===== src/hdl/fixed_block_free_list_allocator_unit_macros.svh =====
// Assertion macros used by the allocator back end.
`ifndef FIXED_BLOCK_FREE_LIST_ALLOCATOR_UNIT_MACROS_SVH
`define FIXED_BLOCK_FREE_LIST_ALLOCATOR_UNIT_MACROS_SVH

// Checked at every rising edge outside reset.
`define FBFL_ASSERT(lbl, clk, rst_n, prop) \
    lbl: assert property (@(posedge clk) disable iff (!rst_n) prop) \
        else $error("fbfl assertion failed");

// The same, with a message of the caller's choosing.
`define FBFL_ASSERT_MSG(lbl, clk, rst_n, prop, msg) \
    lbl: assert property (@(posedge clk) disable iff (!rst_n) prop) \
        else $error(msg);

`endif


===== src/hdl/fbfl_pkg.sv =====
package fbfl_pkg;

    localparam int MAX_BLOCKS_DEF = 1024;

    localparam int IDX_IN_W   = 10;
    localparam int SIZE_W     = 13;
    localparam int COUNT_W    = 11;
    localparam int OFFSET_W   = 22;
    localparam int CFG_DATA_W = 13;
    localparam int CFG_IDX_W  = 2;
    localparam int QUEUE_DEPTH = 2;

    localparam logic [SIZE_W-1:0]  BLOCK_SIZE_RST  = 13'd64;
    localparam logic [COUNT_W-1:0] BLOCK_COUNT_RST = 11'd1024;
    localparam logic [SIZE_W-1:0]  SIZE_MIN        = 13'd8;
    localparam logic [SIZE_W-1:0]  SIZE_MAX        = 13'd4096;

    typedef enum logic [CFG_IDX_W-1:0] {
        CFG_BLOCK_SIZE  = 2'd0,
        CFG_BLOCK_COUNT = 2'd1
    } t_cfg_reg;

    typedef enum logic {
        OP_ALLOC = 1'b0,
        OP_FREE  = 1'b1
    } t_op;

    typedef enum logic [1:0] {
        ST_OK    = 2'd0,
        ST_EMPTY = 2'd1,
        ST_RANGE = 2'd2
    } t_status;

    typedef enum logic [1:0] {
        CMD_ALLOC = 2'd0,
        CMD_FREE  = 2'd1,
        CMD_BAD   = 2'd2
    } t_kind;

    typedef enum logic [1:0] {
        BK_CLEAR = 2'd0,
        BK_RUN   = 2'd1,
        BK_POP   = 2'd2
    } t_back_state;

    typedef struct packed {
        t_kind                kind;
        logic [IDX_IN_W-1:0]  idx;
    } t_cmd;

    typedef struct packed {
        t_status              status;
        logic [IDX_IN_W-1:0]  grant;
    } t_res;

    // Effective block size: clamped to 8..4096 and rounded up to a multiple of 8.
    function automatic logic [SIZE_W-1:0] eff_size(input logic [SIZE_W-1:0] s);
        logic [SIZE_W-1:0] c;
        logic [SIZE_W-1:0] r;
        c = s;
        if (c > SIZE_MAX) begin
            c = SIZE_MAX;
        end
        if (c < SIZE_MIN) begin
            c = SIZE_MIN;
        end
        r = c + 13'd7;
        return {r[SIZE_W-1:3], 3'b000};
    endfunction

endpackage


===== src/hdl/fbfl_rsp_if.sv =====
interface fbfl_rsp_if;
    logic                           valid;
    logic                           ready;
    logic [1:0]                     status;
    logic [fbfl_pkg::IDX_IN_W-1:0]  granted_index;
    logic [fbfl_pkg::OFFSET_W-1:0]  byte_offset;

    modport source (output valid, output status, output granted_index, output byte_offset,
                    input ready);
    modport sink   (input valid, input status, input granted_index, input byte_offset,
                    output ready);
endinterface


===== src/hdl/fbfl_out.sv =====
module fbfl_out (
    input  logic                         i_clk,
    input  logic                         i_rst_n,
    input  logic                         i_res_valid,
    input  fbfl_pkg::t_res               i_res,
    output logic                         o_res_ready,
    input  logic [fbfl_pkg::SIZE_W-1:0]  i_blk_size,
    fbfl_rsp_if.source                   o_rsp
);

    localparam int PROD_W = fbfl_pkg::IDX_IN_W + fbfl_pkg::SIZE_W;

    logic                            r_valid;
    fbfl_pkg::t_status               r_status;
    logic [fbfl_pkg::IDX_IN_W-1:0]   r_grant;
    logic [fbfl_pkg::OFFSET_W-1:0]   r_offset;
    logic [PROD_W-1:0]               w_prod;
    logic                            w_load;

    assign o_res_ready = !r_valid || o_rsp.ready;
    assign w_load      = i_res_valid && o_res_ready;
    assign w_prod      = PROD_W'(i_res.grant) * PROD_W'(i_blk_size);

    always_ff @(posedge i_clk) begin
        if (!i_rst_n) begin
            r_valid <= 1'b0;
        end else if (w_load) begin
            r_valid <= 1'b1;
        end else if (o_rsp.ready) begin
            r_valid <= 1'b0;
        end
    end

    always_ff @(posedge i_clk) begin
        if (w_load) begin
            r_status <= i_res.status;
            r_grant  <= i_res.grant;
            r_offset <= (i_res.status == fbfl_pkg::ST_OK) ?
                        w_prod[fbfl_pkg::OFFSET_W-1:0] : '0;
        end
    end

    assign o_rsp.valid         = r_valid;
    assign o_rsp.status        = r_status;
    assign o_rsp.granted_index = r_grant;
    assign o_rsp.byte_offset   = r_offset;

endmodule

===== src/flat_wrapper.sv =====
// flat-port wrapper written by rule: the top's interface ports become plain ports
module fbfl_out_flat 
  (i_clk, i_rst_n, i_res_valid, i_res, o_res_ready, i_blk_size, o_rsp_valid, o_rsp_status, o_rsp_granted_index, o_rsp_byte_offset, o_rsp_ready);
  fbfl_rsp_if o_rsp_i ();
  input  logic i_clk;
  input  logic i_rst_n;
  input  logic i_res_valid;
  input  fbfl_pkg::t_res i_res;
  output logic o_res_ready;
  input  logic [fbfl_pkg::SIZE_W-1:0] i_blk_size;
  output wire logic [$bits(o_rsp_i.valid)-1:0] o_rsp_valid;
  output wire logic [$bits(o_rsp_i.status)-1:0] o_rsp_status;
  output wire logic [$bits(o_rsp_i.granted_index)-1:0] o_rsp_granted_index;
  output wire logic [$bits(o_rsp_i.byte_offset)-1:0] o_rsp_byte_offset;
  input wire logic [$bits(o_rsp_i.ready)-1:0] o_rsp_ready;
  assign o_rsp_valid = o_rsp_i.valid;
  assign o_rsp_status = o_rsp_i.status;
  assign o_rsp_granted_index = o_rsp_i.granted_index;
  assign o_rsp_byte_offset = o_rsp_i.byte_offset;
  assign o_rsp_i.ready = o_rsp_ready;
  fbfl_out u_core (.i_clk(i_clk), .i_rst_n(i_rst_n), .i_res_valid(i_res_valid), .i_res(i_res), .o_res_ready(o_res_ready), .i_blk_size(i_blk_size), .o_rsp(o_rsp_i));
endmodule

===== config.mk =====
export PLATFORM = sky130hd
export DESIGN_NAME = fbfl_out_flat
export DESIGN_NICKNAME = d
export VERILOG_FILES = /design/src/hdl/fixed_block_free_list_allocator_unit_macros.svh /design/src/hdl/fbfl_pkg.sv /design/src/hdl/fbfl_rsp_if.sv /design/src/hdl/fbfl_out.sv /design/src/flat_wrapper.sv
export SDC_FILE = /design/constraint.sdc
export NUM_CORES = 1
export LEC_CHECK = 0
export ABC_AREA = 1
export BUFFER_PORTS_ARGS = -buffer_cell sky130_fd_sc_hd__buf_4
export CORE_MARGIN = 2
export CORE_UTILIZATION = 35
export CTS_CLUSTER_SIZE = 40
export DETAILED_ROUTE_END_ITERATION = 16
export PLACE_DENSITY = 0.53
export SLEW_MARGIN = 15
export SYNTH_ARGS = -nofsm -noshare
export SYNTH_HDL_FRONTEND = slang
export SYNTH_SLANG_ARGS = --single-unit
export TNS_END_PERCENT = 50

===== constraint.sdc =====
create_clock -name i_clk -period 7.01 [get_ports i_clk]
set_input_delay 1.0515 -clock i_clk [delete_from_list [all_inputs] [get_ports i_clk]]
set_output_delay 1.0515 -clock i_clk [all_outputs]
set_load 0.01 [all_outputs]

# Word level (Yosys, flattened, before mapping)

Index checks and enable logic that the tools add are counted.
Widths: inputs -> output; s select.

Register bits after elaboration: 35
Input bits: 29
Output and inout port bits: 36
Word-level logic and storage cells: 12

$mul: 1
Multiplexer cells: 2
Reduce and logical (&&, ||, !) cells: 5

Operators with widths:

| kind              | number |
|---|---|
| $mul 10x13->22    | 1 |
| $logic_not 2->1   | 1 |
| $mux 1            | 2 |
| $reduce_bool 2->1 | 1 |
| $logic_and 1x1->1 | 1 |
| $logic_not 1->1   | 1 |
| $logic_or 1x1->1  | 1 |

# Logic depth before layout (Yosys ltp)

Depth after elaboration: 4
Mapped depth: 24
Depth with buffers taken out: 23

# Worst setup path after synthesis

Ideal clock, no wire load.

Kind: input to register
From: in i_blk_size[7] (netlist bit)
To: reg u_core.r_offset (netlist bit u_core.o_rsp.byte_offset[17]) (data pin)
Setup time: 0.255 ns
Arrival: 5.122 ns
Data required time: 6.755 ns
Setup slack: 1.634 ns
Stages: 22
Path buffers: 1
Cells stage by stage: clkbuf_1 > nand2_1 > fa_1 > inv_1 > fa_1 > inv_1 > fa_1 > inv_1 > fa_1 > inv_1 > fa_1 > inv_1 > ha_1 > nand2_2 > inv_2 > nand2_2 > nor2_4 > nand2_1 > nand3_2 > nand2_2 > a21oi_1 > nor2_1

Longest elaborated chain between the ends: 1

Ends and longest elaborated chain:

| element              | line               | RTL |
|---|---|---|
| start, declared      | flat_wrapper.sv:10 | `input logic [fbfl_pkg::SIZE_W-1:0] i_blk_size;` |
| $mul 10x13->22       | fbfl_out.sv:22     | `assign w_prod = PROD_W'(i_res.grant) * PROD_W'(i_blk_size);` |
| end signal, assigned | fbfl_out.sv:38     | `r_offset <= (i_res.status == fbfl_pkg::ST_OK) ?` |
| end, declared        | fbfl_out.sv:16     | `logic [fbfl_pkg::OFFSET_W-1:0] r_offset;` |

Every way passes these cells.
A chain may end at the register's enable or synchronous reset.

# Worst setup path after layout

From: in i_res[1] (netlist bit)
To: reg u_core.r_offset (netlist bit u_core.o_rsp.byte_offset[21]) (data pin)

Longest elaborated chain between the ends: 1

Ends and longest elaborated chain:

| element         | line              | RTL |
|---|---|---|
| start, declared | flat_wrapper.sv:8 | `input fbfl_pkg::t_res i_res;` |
| $mul 10x13->22  | fbfl_out.sv:22    |  |

Every way passes these cells.

==> reports/results.ini <==
[sta]
rsz0062_at_grt=no
hold_viol=0
clock_skew_ns=0.0134
slew_headroom=0.659
finalSetupViolations=0
period_needed_ns=5.16
post-route-period-util=0.736
setup_tns_ns=0
fmax_mhz=194
tightest_slew_ns=0.511
slew_violations=0

[synth]
yosysWarnings=0
syn_inst=744
synth_common_cells=nand2_1, inv_1, fa_1
ys_top_cells_by_area=fa_1, edfxtp_1, nand2_1
avgSynthCellArea_sq_um=7.73
synth_fa_ha_area_frac=0.415
yosys_register_bits=35
ys.flop_type=edfxtp_1
synth-edff-count=34
synthMuxAreaShare=0
synthSimpleGateAreaFrac=0.210
synth-compound-area-share=0.0407
synth.most_common_cell=nand2_1
synth_cell_types=29
yosysSeqAreaShare=0.181
synth_top_area_share=0.296
syn_area_sq_um=5750
synth_nets=913
synth_xor_area_frac=0
yosysTopAreaCell=fa_1
synthArstFlopShare=0
synth_top_family_by_area=adder cells

[power_and_ir_drop]
power.density_nw_per_um2=363
p_leak_nw=3.93
ir_worst_vdd_mv=0.158

[grt]
grt_first_pass_wirelength_um=23900
grt_max_degree=35
overflow=0
grt_use_total=0.171
antenna_found_initial=0
grt_pass1_vias=4834

[routing]
remaining_drc_errors=0
via_per_inst=4.54
ant_nets=0
drt_pass1_iterations=5
wl_per_cell_um=13.4
routed_wl_um=13500
via_count=4582
drt_iter0_markers=218

[setup_path]
start_kind=input pin
critPathKind=in2reg
worstPathMaxFanout=14
endpoint_kind=flip-flop
worstPathArrival_ns=5.21
cp.required_ns=7.07

[cts]
postCtsSetupRepairBufs=0
cts_hold_buf=0
clockBufferDepth=2
clock-sinks=35
htree_levels=2
insertion_delay_ns=0.30
cts.repair.resized=0
cts_tree=yes
clockRootBuffer=clkbuf_16
numCtsBuffers=5
path_clk_slew_ns=0.06

[final_layout]
drive_above_1_share=0.122
finalNetCount=962
fillers=1692
syn2layout_area_growth_pct=15.1
postLayoutCellArea_sq_um=6620
antenna_cells=0

[place]
io_buffers=64
place_congestion=0.813
placed_area_sq_um=6430
dp_hpwl_um=10800

[die]
die_area_sq_um=17500
initial_utilization=0.360
die_height_um=132
ios=65
die_w_um=132
core_sq_um=16000
rows=46

[run_status]
status=completed

[min_path]
hold_path.class=reg2reg

[job]
drv_cap=0

[power breakdown]
part / leakage, nW / switching [mW] / total (mW) / internal [mW]
clock network: 0.0911 / 0.0963 / 0.300 / 0.204
registers: 0.344 / 0.0116 / 0.299 / 0.287
logic: 3.50 / 1.14 / 1.80 / 0.659
[critical path, stage by stage]
cell and delay (ns):
buf_4 0.18, nand2_1 0.10, fa_1 0.53, inv_1 0.05
fa_1 0.49, inv_1 0.05, fa_1 0.52, inv_1 0.05
fa_1 0.47, inv_1 0.05, fa_1 0.47, inv_1 0.04
ha_1 0.35, nand2_2 0.13, inv_2 0.06, nand2_1 0.06
nand2_1 0.06, nand2_1 0.09, nand3_2 0.13, nand2_1 0.08
nand3_1 0.06, nand2_1 0.08, nor2_2 0.03
[through the flow]
stage / total power [mW] / setup WS [ns] / util / hold WS [ns] / std cells
floorplan: 1.68 / 1.63 / - / 0.595 / 744
global route: 2.75 / 1.52 / 0.414 / 0.601 / 1010
CTS: 2.46 / 1.85 / 0.414 / 0.565 / 1010
global placement: 2.14 / 1.56 / 0.402 / 0.548 / 1002
detailed placement: 2.13 / 1.54 / 0.402 / 0.556 / 1002
finish: 2.40 / 1.85 / 0.414 / 0.558 / 1010
[layout make-up]
class                      instances  area, sq um  share of cell area
multi-input combinational        476         3840               0.580
sequential                        35         1040               0.157
inverter                         209          785               0.118
timing repair buffer              66          495              0.0748
tap                              216          270              0.0408
clock buffer                       6          129              0.0195
clock inverter                     2         60.1             0.00907
[sequential cells by signal, indices dropped and copies added (netlist names)]
| signal | cells |
|---|---|
| u_core.o_rsp.valid | 1 |
| u_core.o_rsp.status | 2 |
| u_core.o_rsp.granted_index | 10 |
| u_core.o_rsp.byte_offset | 22 |
[metal layers]
layer / share of wire / up-vias / global-route usage
li1: - / 2272 / -
met1: 0.44 / 2210 / 0.216
met3: 0.042 / 12 / 0.0281
met4: 0.0080 / 0 / 0.0263
met2: 0.51 / 88 / 0.313
met5: 0 / - / 0
[cell families after synthesis]
kind of cell             count (synthesis)
AND/OR/NAND/NOR                        291
flip-flops                              35
buffers and inverters                  233
adder cells (fa/ha/maj)                140
AO/OA/AOI/OAI                           45
[worst paths after layout]
| check | from | to | slack [ns] | cells after the start |
|---|---|---|---|---|
| max | i_res[1] | u_core.o_rsp.byte_offset[21] | 1.85 | 23 |
| min | u_core.o_rsp.valid | u_core.o_rsp.valid | 0.56 | 2 |
| max reg2reg | u_core.o_rsp.valid | u_core.o_rsp.granted_index[1] | 5.71 | 2 |
| min reg2reg | u_core.o_rsp.valid | u_core.o_rsp.valid | 0.56 | 2 |
[cell usage in the layout (no fill, tap or decap), drive strengths merged, types with 2 or more instances in the layout]
cell type  Yosys  final
bufinv         0      2
edfxtp        34     34
fa            85     85
clkbuf        21      6
a21oi         29     29
nand2        231    231
nor2          32     32
ha            55     55
o21ai         12     12
nand3         23     23
buf            3     66
inv          208    208
Power figures use the tool's default switching activity.
