==> config.mk <==
export PLATFORM = sky130hd
export DESIGN_NAME = fbfl_front_flat
export DESIGN_NICKNAME = d
export VERILOG_FILES = /design/src/hdl/fixed_block_free_list_allocator_unit_macros.svh /design/src/hdl/fbfl_pkg.sv /design/src/hdl/fbfl_req_if.sv /design/src/hdl/fbfl_front.sv /design/src/flat_wrapper.sv
export SDC_FILE = /design/constraint.sdc
export NUM_CORES = 1
export LEC_CHECK = 0
export ABC_CLOCK_PERIOD_IN_PS = 2100
export BUFFER_PORTS_ARGS = -buffer_cell sky130_fd_sc_hd__buf_2
export CAP_MARGIN = 30
export CELL_PAD_IN_SITES_DETAIL_PLACEMENT = 0
export CELL_PAD_IN_SITES_GLOBAL_PLACEMENT = 1
export CORE_UTILIZATION = 42
export CTS_BUF_LIST = sky130_fd_sc_hd__clkbuf_8
export DETAILED_ROUTE_END_ITERATION = 10
export PLACE_DENSITY_LB_ADDON = 0.25
export SLEW_MARGIN = 30
export SYNTH_ARGS = -nofsm -noshare
export SYNTH_HDL_FRONTEND = slang
export SYNTH_SLANG_ARGS = --single-unit
==> constraint.sdc <==
create_clock -name i_clk -period 2.1 [get_ports i_clk]
set_input_delay 0.21 -clock i_clk [delete_from_list [all_inputs] [get_ports i_clk]]
set_output_delay 0.21 -clock i_clk [all_outputs]
set_load 0.02 [all_outputs]
==> src/hdl/fixed_block_free_list_allocator_unit_macros.svh <==
// Assertion macros used by the allocator back end.
`ifndef FIXED_BLOCK_FREE_LIST_ALLOCATOR_UNIT_MACROS_SVH
`define FIXED_BLOCK_FREE_LIST_ALLOCATOR_UNIT_MACROS_SVH

// Checked at every rising edge outside reset.
`define FBFL_ASSERT(lbl, clk, rst_n, prop) \
    lbl: assert property (@(posedge clk) disable iff (!rst_n) prop) \
        else $error("fbfl assertion failed");

// The same, with a message of the caller's choosing.
`define FBFL_ASSERT_MSG(lbl, clk, rst_n, prop, msg) \
    lbl: assert property (@(posedge clk) disable iff (!rst_n) prop) \
        else $error(msg);

`endif

==> src/hdl/fbfl_pkg.sv <==
package fbfl_pkg;

    localparam int MAX_BLOCKS_DEF = 1024;

    localparam int IDX_IN_W   = 10;
    localparam int SIZE_W     = 13;
    localparam int COUNT_W    = 11;
    localparam int OFFSET_W   = 22;
    localparam int CFG_DATA_W = 13;
    localparam int CFG_IDX_W  = 2;
    localparam int QUEUE_DEPTH = 2;

    localparam logic [SIZE_W-1:0]  BLOCK_SIZE_RST  = 13'd64;
    localparam logic [COUNT_W-1:0] BLOCK_COUNT_RST = 11'd1024;
    localparam logic [SIZE_W-1:0]  SIZE_MIN        = 13'd8;
    localparam logic [SIZE_W-1:0]  SIZE_MAX        = 13'd4096;

    typedef enum logic [CFG_IDX_W-1:0] {
        CFG_BLOCK_SIZE  = 2'd0,
        CFG_BLOCK_COUNT = 2'd1
    } t_cfg_reg;

    typedef enum logic {
        OP_ALLOC = 1'b0,
        OP_FREE  = 1'b1
    } t_op;

    typedef enum logic [1:0] {
        ST_OK    = 2'd0,
        ST_EMPTY = 2'd1,
        ST_RANGE = 2'd2
    } t_status;

    typedef enum logic [1:0] {
        CMD_ALLOC = 2'd0,
        CMD_FREE  = 2'd1,
        CMD_BAD   = 2'd2
    } t_kind;

    typedef enum logic [1:0] {
        BK_CLEAR = 2'd0,
        BK_RUN   = 2'd1,
        BK_POP   = 2'd2
    } t_back_state;

    typedef struct packed {
        t_kind                kind;
        logic [IDX_IN_W-1:0]  idx;
    } t_cmd;

    typedef struct packed {
        t_status              status;
        logic [IDX_IN_W-1:0]  grant;
    } t_res;

    // Effective block size: clamped to 8..4096 and rounded up to a multiple of 8.
    function automatic logic [SIZE_W-1:0] eff_size(input logic [SIZE_W-1:0] s);
        logic [SIZE_W-1:0] c;
        logic [SIZE_W-1:0] r;
        c = s;
        if (c > SIZE_MAX) begin
            c = SIZE_MAX;
        end
        if (c < SIZE_MIN) begin
            c = SIZE_MIN;
        end
        r = c + 13'd7;
        return {r[SIZE_W-1:3], 3'b000};
    endfunction

endpackage

==> src/hdl/fbfl_req_if.sv <==
interface fbfl_req_if;
    logic                           valid;
    logic                           ready;
    logic                           op;
    logic [fbfl_pkg::IDX_IN_W-1:0]  block_index;

    modport source (output valid, output op, output block_index, input ready);
    modport sink   (input valid, input op, input block_index, output ready);
endinterface

==> src/hdl/fbfl_front.sv <==
module fbfl_front #(
    parameter int CNT_W = fbfl_pkg::COUNT_W
) (
    input  logic               i_clk,
    input  logic               i_rst_n,
    fbfl_req_if.sink           i_req,
    input  logic [CNT_W-1:0]   i_count,
    input  logic               i_busy,
    output logic               o_cmd_valid,
    output fbfl_pkg::t_cmd     o_cmd,
    input  logic               i_cmd_ready
);

    localparam int QPTR_W = (fbfl_pkg::QUEUE_DEPTH > 1) ? $clog2(fbfl_pkg::QUEUE_DEPTH) : 1;
    localparam int QCNT_W = $clog2(fbfl_pkg::QUEUE_DEPTH + 1);

    fbfl_pkg::t_cmd    r_q [fbfl_pkg::QUEUE_DEPTH];
    logic [QPTR_W-1:0] r_wr_ptr, n_wr_ptr;
    logic [QPTR_W-1:0] r_rd_ptr, n_rd_ptr;
    logic [QCNT_W-1:0] r_fill, n_fill;
    logic              w_push, w_pop, w_full;
    fbfl_pkg::t_cmd    w_cmd;

    assign w_full      = (r_fill == QCNT_W'(fbfl_pkg::QUEUE_DEPTH));
    assign i_req.ready = !w_full && !i_busy;
    assign w_push      = i_req.valid && i_req.ready;
    assign o_cmd_valid = (r_fill != '0);
    assign o_cmd       = r_q[r_rd_ptr];
    assign w_pop       = o_cmd_valid && i_cmd_ready;

    always_comb begin
        w_cmd.idx = i_req.block_index;
        if (i_req.op == fbfl_pkg::OP_FREE) begin
            if (32'(i_req.block_index) < 32'(i_count)) begin
                w_cmd.kind = fbfl_pkg::CMD_FREE;
            end else begin
                w_cmd.kind = fbfl_pkg::CMD_BAD;
            end
        end else begin
            w_cmd.kind = fbfl_pkg::CMD_ALLOC;
        end
    end

    always_comb begin
        n_wr_ptr = r_wr_ptr;
        n_rd_ptr = r_rd_ptr;
        n_fill   = r_fill;
        if (w_push) begin
            n_wr_ptr = (32'(r_wr_ptr) == fbfl_pkg::QUEUE_DEPTH - 1) ? '0 : r_wr_ptr + 1'b1;
        end
        if (w_pop) begin
            n_rd_ptr = (32'(r_rd_ptr) == fbfl_pkg::QUEUE_DEPTH - 1) ? '0 : r_rd_ptr + 1'b1;
        end
        if (w_push && !w_pop) begin
            n_fill = r_fill + 1'b1;
        end else if (w_pop && !w_push) begin
            n_fill = r_fill - 1'b1;
        end
    end

    always_ff @(posedge i_clk) begin
        if (!i_rst_n) begin
            r_wr_ptr <= '0;
            r_rd_ptr <= '0;
            r_fill   <= '0;
        end else begin
            r_wr_ptr <= n_wr_ptr;
            r_rd_ptr <= n_rd_ptr;
            r_fill   <= n_fill;
        end
    end

    always_ff @(posedge i_clk) begin
        if (w_push) begin
            r_q[r_wr_ptr] <= w_cmd;
        end
    end

endmodule

==> src/flat_wrapper.sv <==
// flat-port wrapper written by rule: the top's interface ports become plain ports
module fbfl_front_flat 
#(
    parameter int CNT_W = fbfl_pkg::COUNT_W
)
  (i_clk, i_rst_n, i_count, i_busy, o_cmd_valid, o_cmd, i_cmd_ready, i_req_valid, i_req_op, i_req_block_index, i_req_ready);
  fbfl_req_if i_req_i ();
  input  logic i_clk;
  input  logic i_rst_n;
  input  logic [CNT_W-1:0] i_count;
  input  logic i_busy;
  output logic o_cmd_valid;
  output fbfl_pkg::t_cmd o_cmd;
  input  logic i_cmd_ready;
  input wire logic [$bits(i_req_i.valid)-1:0] i_req_valid;
  input wire logic [$bits(i_req_i.op)-1:0] i_req_op;
  input wire logic [$bits(i_req_i.block_index)-1:0] i_req_block_index;
  output wire logic [$bits(i_req_i.ready)-1:0] i_req_ready;
  assign i_req_i.valid = i_req_valid;
  assign i_req_i.op = i_req_op;
  assign i_req_i.block_index = i_req_block_index;
  assign i_req_ready = i_req_i.ready;
  fbfl_front #(.CNT_W(CNT_W)) u_core (.i_clk(i_clk), .i_rst_n(i_rst_n), .i_req(i_req_i), .i_count(i_count), .i_busy(i_busy), .o_cmd_valid(o_cmd_valid), .o_cmd(o_cmd), .i_cmd_ready(i_cmd_ready));
endmodule
## Word level (Yosys, flattened, before mapping)

Memory sizes are Yosys's and may differ from the RTL's. A register that Yosys moved wholly into a read port is not among the register bits.
Index checks and enable logic that the tools add are counted.

- Add/subtract/negate cells: 4
- $lt $le $gt $ge: 1
- Equality and inequality tests: 1
- Muxes and demuxes: 10
- Reduce and logical (&&, ||, !) cells: 11

Operator list:

| kind | count |
|---|---|
| less-than comparator 10 x 11 -> 1 bit | 1 |
| 2-to-1 mux 2 bit | 4 |
| 2-to-1 mux 1 bit | 6 |
| logical AND 1 bit | 5 |
| zero test 1 bit | 4 |
| nonzero test 2 bit | 2 |
| adder 1 bit, second input constant | 2 |
| adder 2 x 1 -> 2 bit, second input constant | 1 |
| equality test 2 bit, second input constant | 1 |
| subtractor 2 x 1 -> 2 bit, second input constant | 1 |

- Bits in registers: 4
- RAM bits: 24
- Input port bits: 27
- Word-level logic and storage cells: 31
- Memories: 1

Memory list:

| memory | depth | width | rd ports | clocked after memory_dff | write ports | line | RTL |
|---|---|---|---|---|---|---|---|
| u_core.r_q | 2 | 12 | 1 | 1 | 1 | fbfl_front.sv:17 | `fbfl_pkg::t_cmd r_q [fbfl_pkg::QUEUE_DEPTH];` |

## Depth between registers and ports, before layout

- Depth after elaboration: 8
- Mapped depth: 6
- Mapped depth without buffers: 6

## Worst setup path after synthesis

Ideal clock, no wire load.

- Kind: register -> register
- From: register u_core.r_fill[1]
- To: register u_core.r_fill[1]
- Library setup time: 0.076 ns
- Arrival: 1.571 ns
- Path slack: 0.454 ns
- Cell stages (with the launch flop): 6
- Path buffers: 0
- Path through: dfxtp_1 or2_1 nand2_1 ha_1 or3_1 a21boi_0

RTL lines:

| element | line | RTL |
|---|---|---|
| from (decl) | fbfl_front.sv:20 | `logic [QCNT_W-1:0] r_fill, n_fill;` |
| from (signal assigned) | fbfl_front.sv:69 | `r_fill <= n_fill;` |
| nonzero test 2 bit (*) | fbfl_front.sv:27 | `assign o_cmd_valid = (r_fill != '0);` |
| named net o_cmd_valid | flat_wrapper.sv:12 | `output logic o_cmd_valid;` |
| logical AND 1 bit (*) | fbfl_front.sv:29 | `assign w_pop = o_cmd_valid && i_cmd_ready;` |
| zero test 1 bit | fbfl_front.sv:54 | `if (w_push && !w_pop) begin` |
| logical AND 1 bit | fbfl_front.sv:54 |  |
| 2-to-1 mux 2 bit / nonzero test 2 bit (equally long branches) | n/a |  |

The timed path passes the listed nets; every way through them passes the cells marked *. The select of a mux whose other input is x is not followed.
A chain may end at the register's enable or synchronous reset.

==> impl_results.md <==
- Critical path's top delay family: flip-flops
- Longest Clk Path Bufs: 2
- Critical Setup Path Class: register to output port
- Crit-path max cell delay: around 0.68 ns
- Post-synthesis mux area share: 9.98%
- First-pass detailed-route iteration total: 4
- Arr. time, crit path: 1.52 ns
- Worst min path class: primary input to register
- PwrDens: 1000 nW/um^2
- Yosys cell types: 27
- Avg Vias per Cell: 4.61
- Finished Layout Cells: about 190
- Critical path's slowest cell: dfxtp_1
- Syn nets: 133
- Die footprint: roughly 3500 um^2
- Area grow syn2layout: 24.5%
- Commonest non-fill, non-tap cell in the layout: buf_2
- Number of global-route vias before repair: 806
- Worst path bufs/invs: 1
- Core ar.: 3050 um^2
- Grt ovf: 0
- Minimum clock period: 1.73 ns
- Peak supply drop: 0.521 mV
- NumNets Final: 179
- Mean Syn Cell Area: 14.1 um^2
- Routed Antenna Nets: 0
- Row count: 20
- Final Skew: 0.00263 ns
- Worst Setup End Kind: output port
- First-pass GRT wire length: 3.27 mm
- Most frequent cells in the layout: 40 x buf_2, 24 x edfxtp_1, 12 x mux2_2
- Synth Register Bits: 29
- Die span in y: 58.8 um
- Setup violations, final: 0
- RSZ-0062 raised after global routing: no
- CTS Sinks: 29
- N_diodes: 0
- Fin worst setup slack: 0.372 ns
- Largest family of logic cells by synthesized area: multiplexers
- Port bufs: 40
- Max_slew headroom: 61.6%
- Synth Area in Simple Gates: 7.21%
- R2r setup slk: ~0.44 ns
- Synth Area in Compound Gates: 7.58%
- Setup TNS: 0 ns
- Max Cap Violations: 0
- Root buf cell: clkbuf_8
- Dpl ws: 0.443 ns
- Crit path max fanout: 12
- Share of cells above drive strength 1: 42.0%
- Cell Area, Synth: 1350 um^2
- Initial Util: approximately 44%
- Leak pwr: around 0.73 nW
- Largest net degree at the start of global routing: 14
- Worst-Skew Late Latency: 0.27 ns
- Mapped Cells: 96
- Required @ worst endpoint: between 1.5 and 2 ns
- Post-detail-place hpwl: approximately 1.6 mm
- Fin. Hold Viols: 0
- Post-Route WL: 2.16 mm
- CTS Hold Bufs: 0
- Post-synth EDFFs: 24
- Core Util, Final: ~55%
- Post-CTS setup buffer count: 0
- Worst Min Path Start: i_req_block_index[0]
- Gpl congestion: roughly 0.67
- Slew @ Worst Pin: 0.575 ns
- Prevailing post-synth register cell: edfxtp_1
- CTS HTree Levels: 2
- Fmax: 0.579 GHz
- Xor/xnor cell area share of the yosys netlist: 1.94%
- CP startpoint kind: register
- CTS tree: yes
- Post-synthesis sequential area ratio: between 60% and 70%
- GRT Resource Usage Total: 13.9%
- RR Startpoint: u_core.r_fill[0]
- WL/cell: 11.5 um
- Synth warn: 0
- Worst path cell trace: mux2_2, buf_2
- Pins over their slew limit: 0
- Dpl cells: approximately 180
- Via Count: 862
- Status: completed
- CTS Buf Count: 5
- DR DRC count: 0
- Hold slack: ~0.13 ns
- Clock transition at path regs: 0.05 ns
- Fin crit share: 82.3%
- Initial antenna violation count: 0
- Die W: 58.8 um
- Initial DRC Count: 25
- Io pins: around 40
- Post_cts resized: 0
- Synth Area in Adders: 9.24%
- Async S/R FF share, synth: 0%
## report_power, final
group | switching, W | internal [W] | total [W] | leakage [nW]
clock | 0.000188 | 0.000222 | 0.000410 | 0.0430
sequential | 0.0000737 | 0.000700 | 0.000774 | 0.262
combinational | 0.000263 | 0.000242 | 0.000505 | 0.428
## through the flow
stage	power (W)	instance area (um^2)
floorplan	0.00115	1350
global placement	0.00129	1600
detailed placement	0.00130	1600
CTS	0.00171	1690
global route	0.00178	1690
finish	0.00169	1690
## final timing paths
path | endpoint | depth (start not counted)
worst min register to register | u_core.r_fill[1] | 2
worst max-delay path | o_cmd[3] | 2
worst max register to register | u_core.r_fill[1] | 5
worst min-delay path | u_core.r_q[1][0] | 1
## metal layers
metal  up-vias  share of wire, %  track usage, %  routed length (um)
li1        437                 -               -                   -
met4         0               2.9            11.9                  63
met1       390                41            13.2                 875
met2        27                50            23.7                1080
met3         8               6.5            5.05                 140
met5         -                 0               0                   0
## flip-flops by register name (all words and copies together), names as in the netlist, named ones only
register,cells
u_core.r_fill,2
u_core.r_q,24
u_core.r_rd_ptr,1
u_core.r_wr_ptr,1
## cells in the mapped netlist (all sizes together) (2+ instances only)
master	count	area [um^2]
and2	4	25.0
xnor2	2	17.5
edfxtp	24	721
a21boi	2	15.0
ha	10	125
nand2	4	15.0
dfxtp	5	100
o21ai	2	10.0
a21o	2	15.0
mux2	12	135
a21oi	4	20.0
inv	11	41.3
## cells by family after synthesis
group           Yosys count
xor+xnor                  3
mux                      12
buf+inv                  12
compound gates           14
flops                    29
fa+ha+maj                10
simple gates             16
## layout make-up
type	instances	area, um^2
Tap cell	44	55.1
Timing Repair Buffer	40	200
Clock buffer	5	68.8
Fill cell	286	1370
Multi-Input combinational cell	55	487
Clock inverter	3	12.5
Inverter	11	41.3
Sequential cell	29	821
Power figures use the tool's default switching activity.
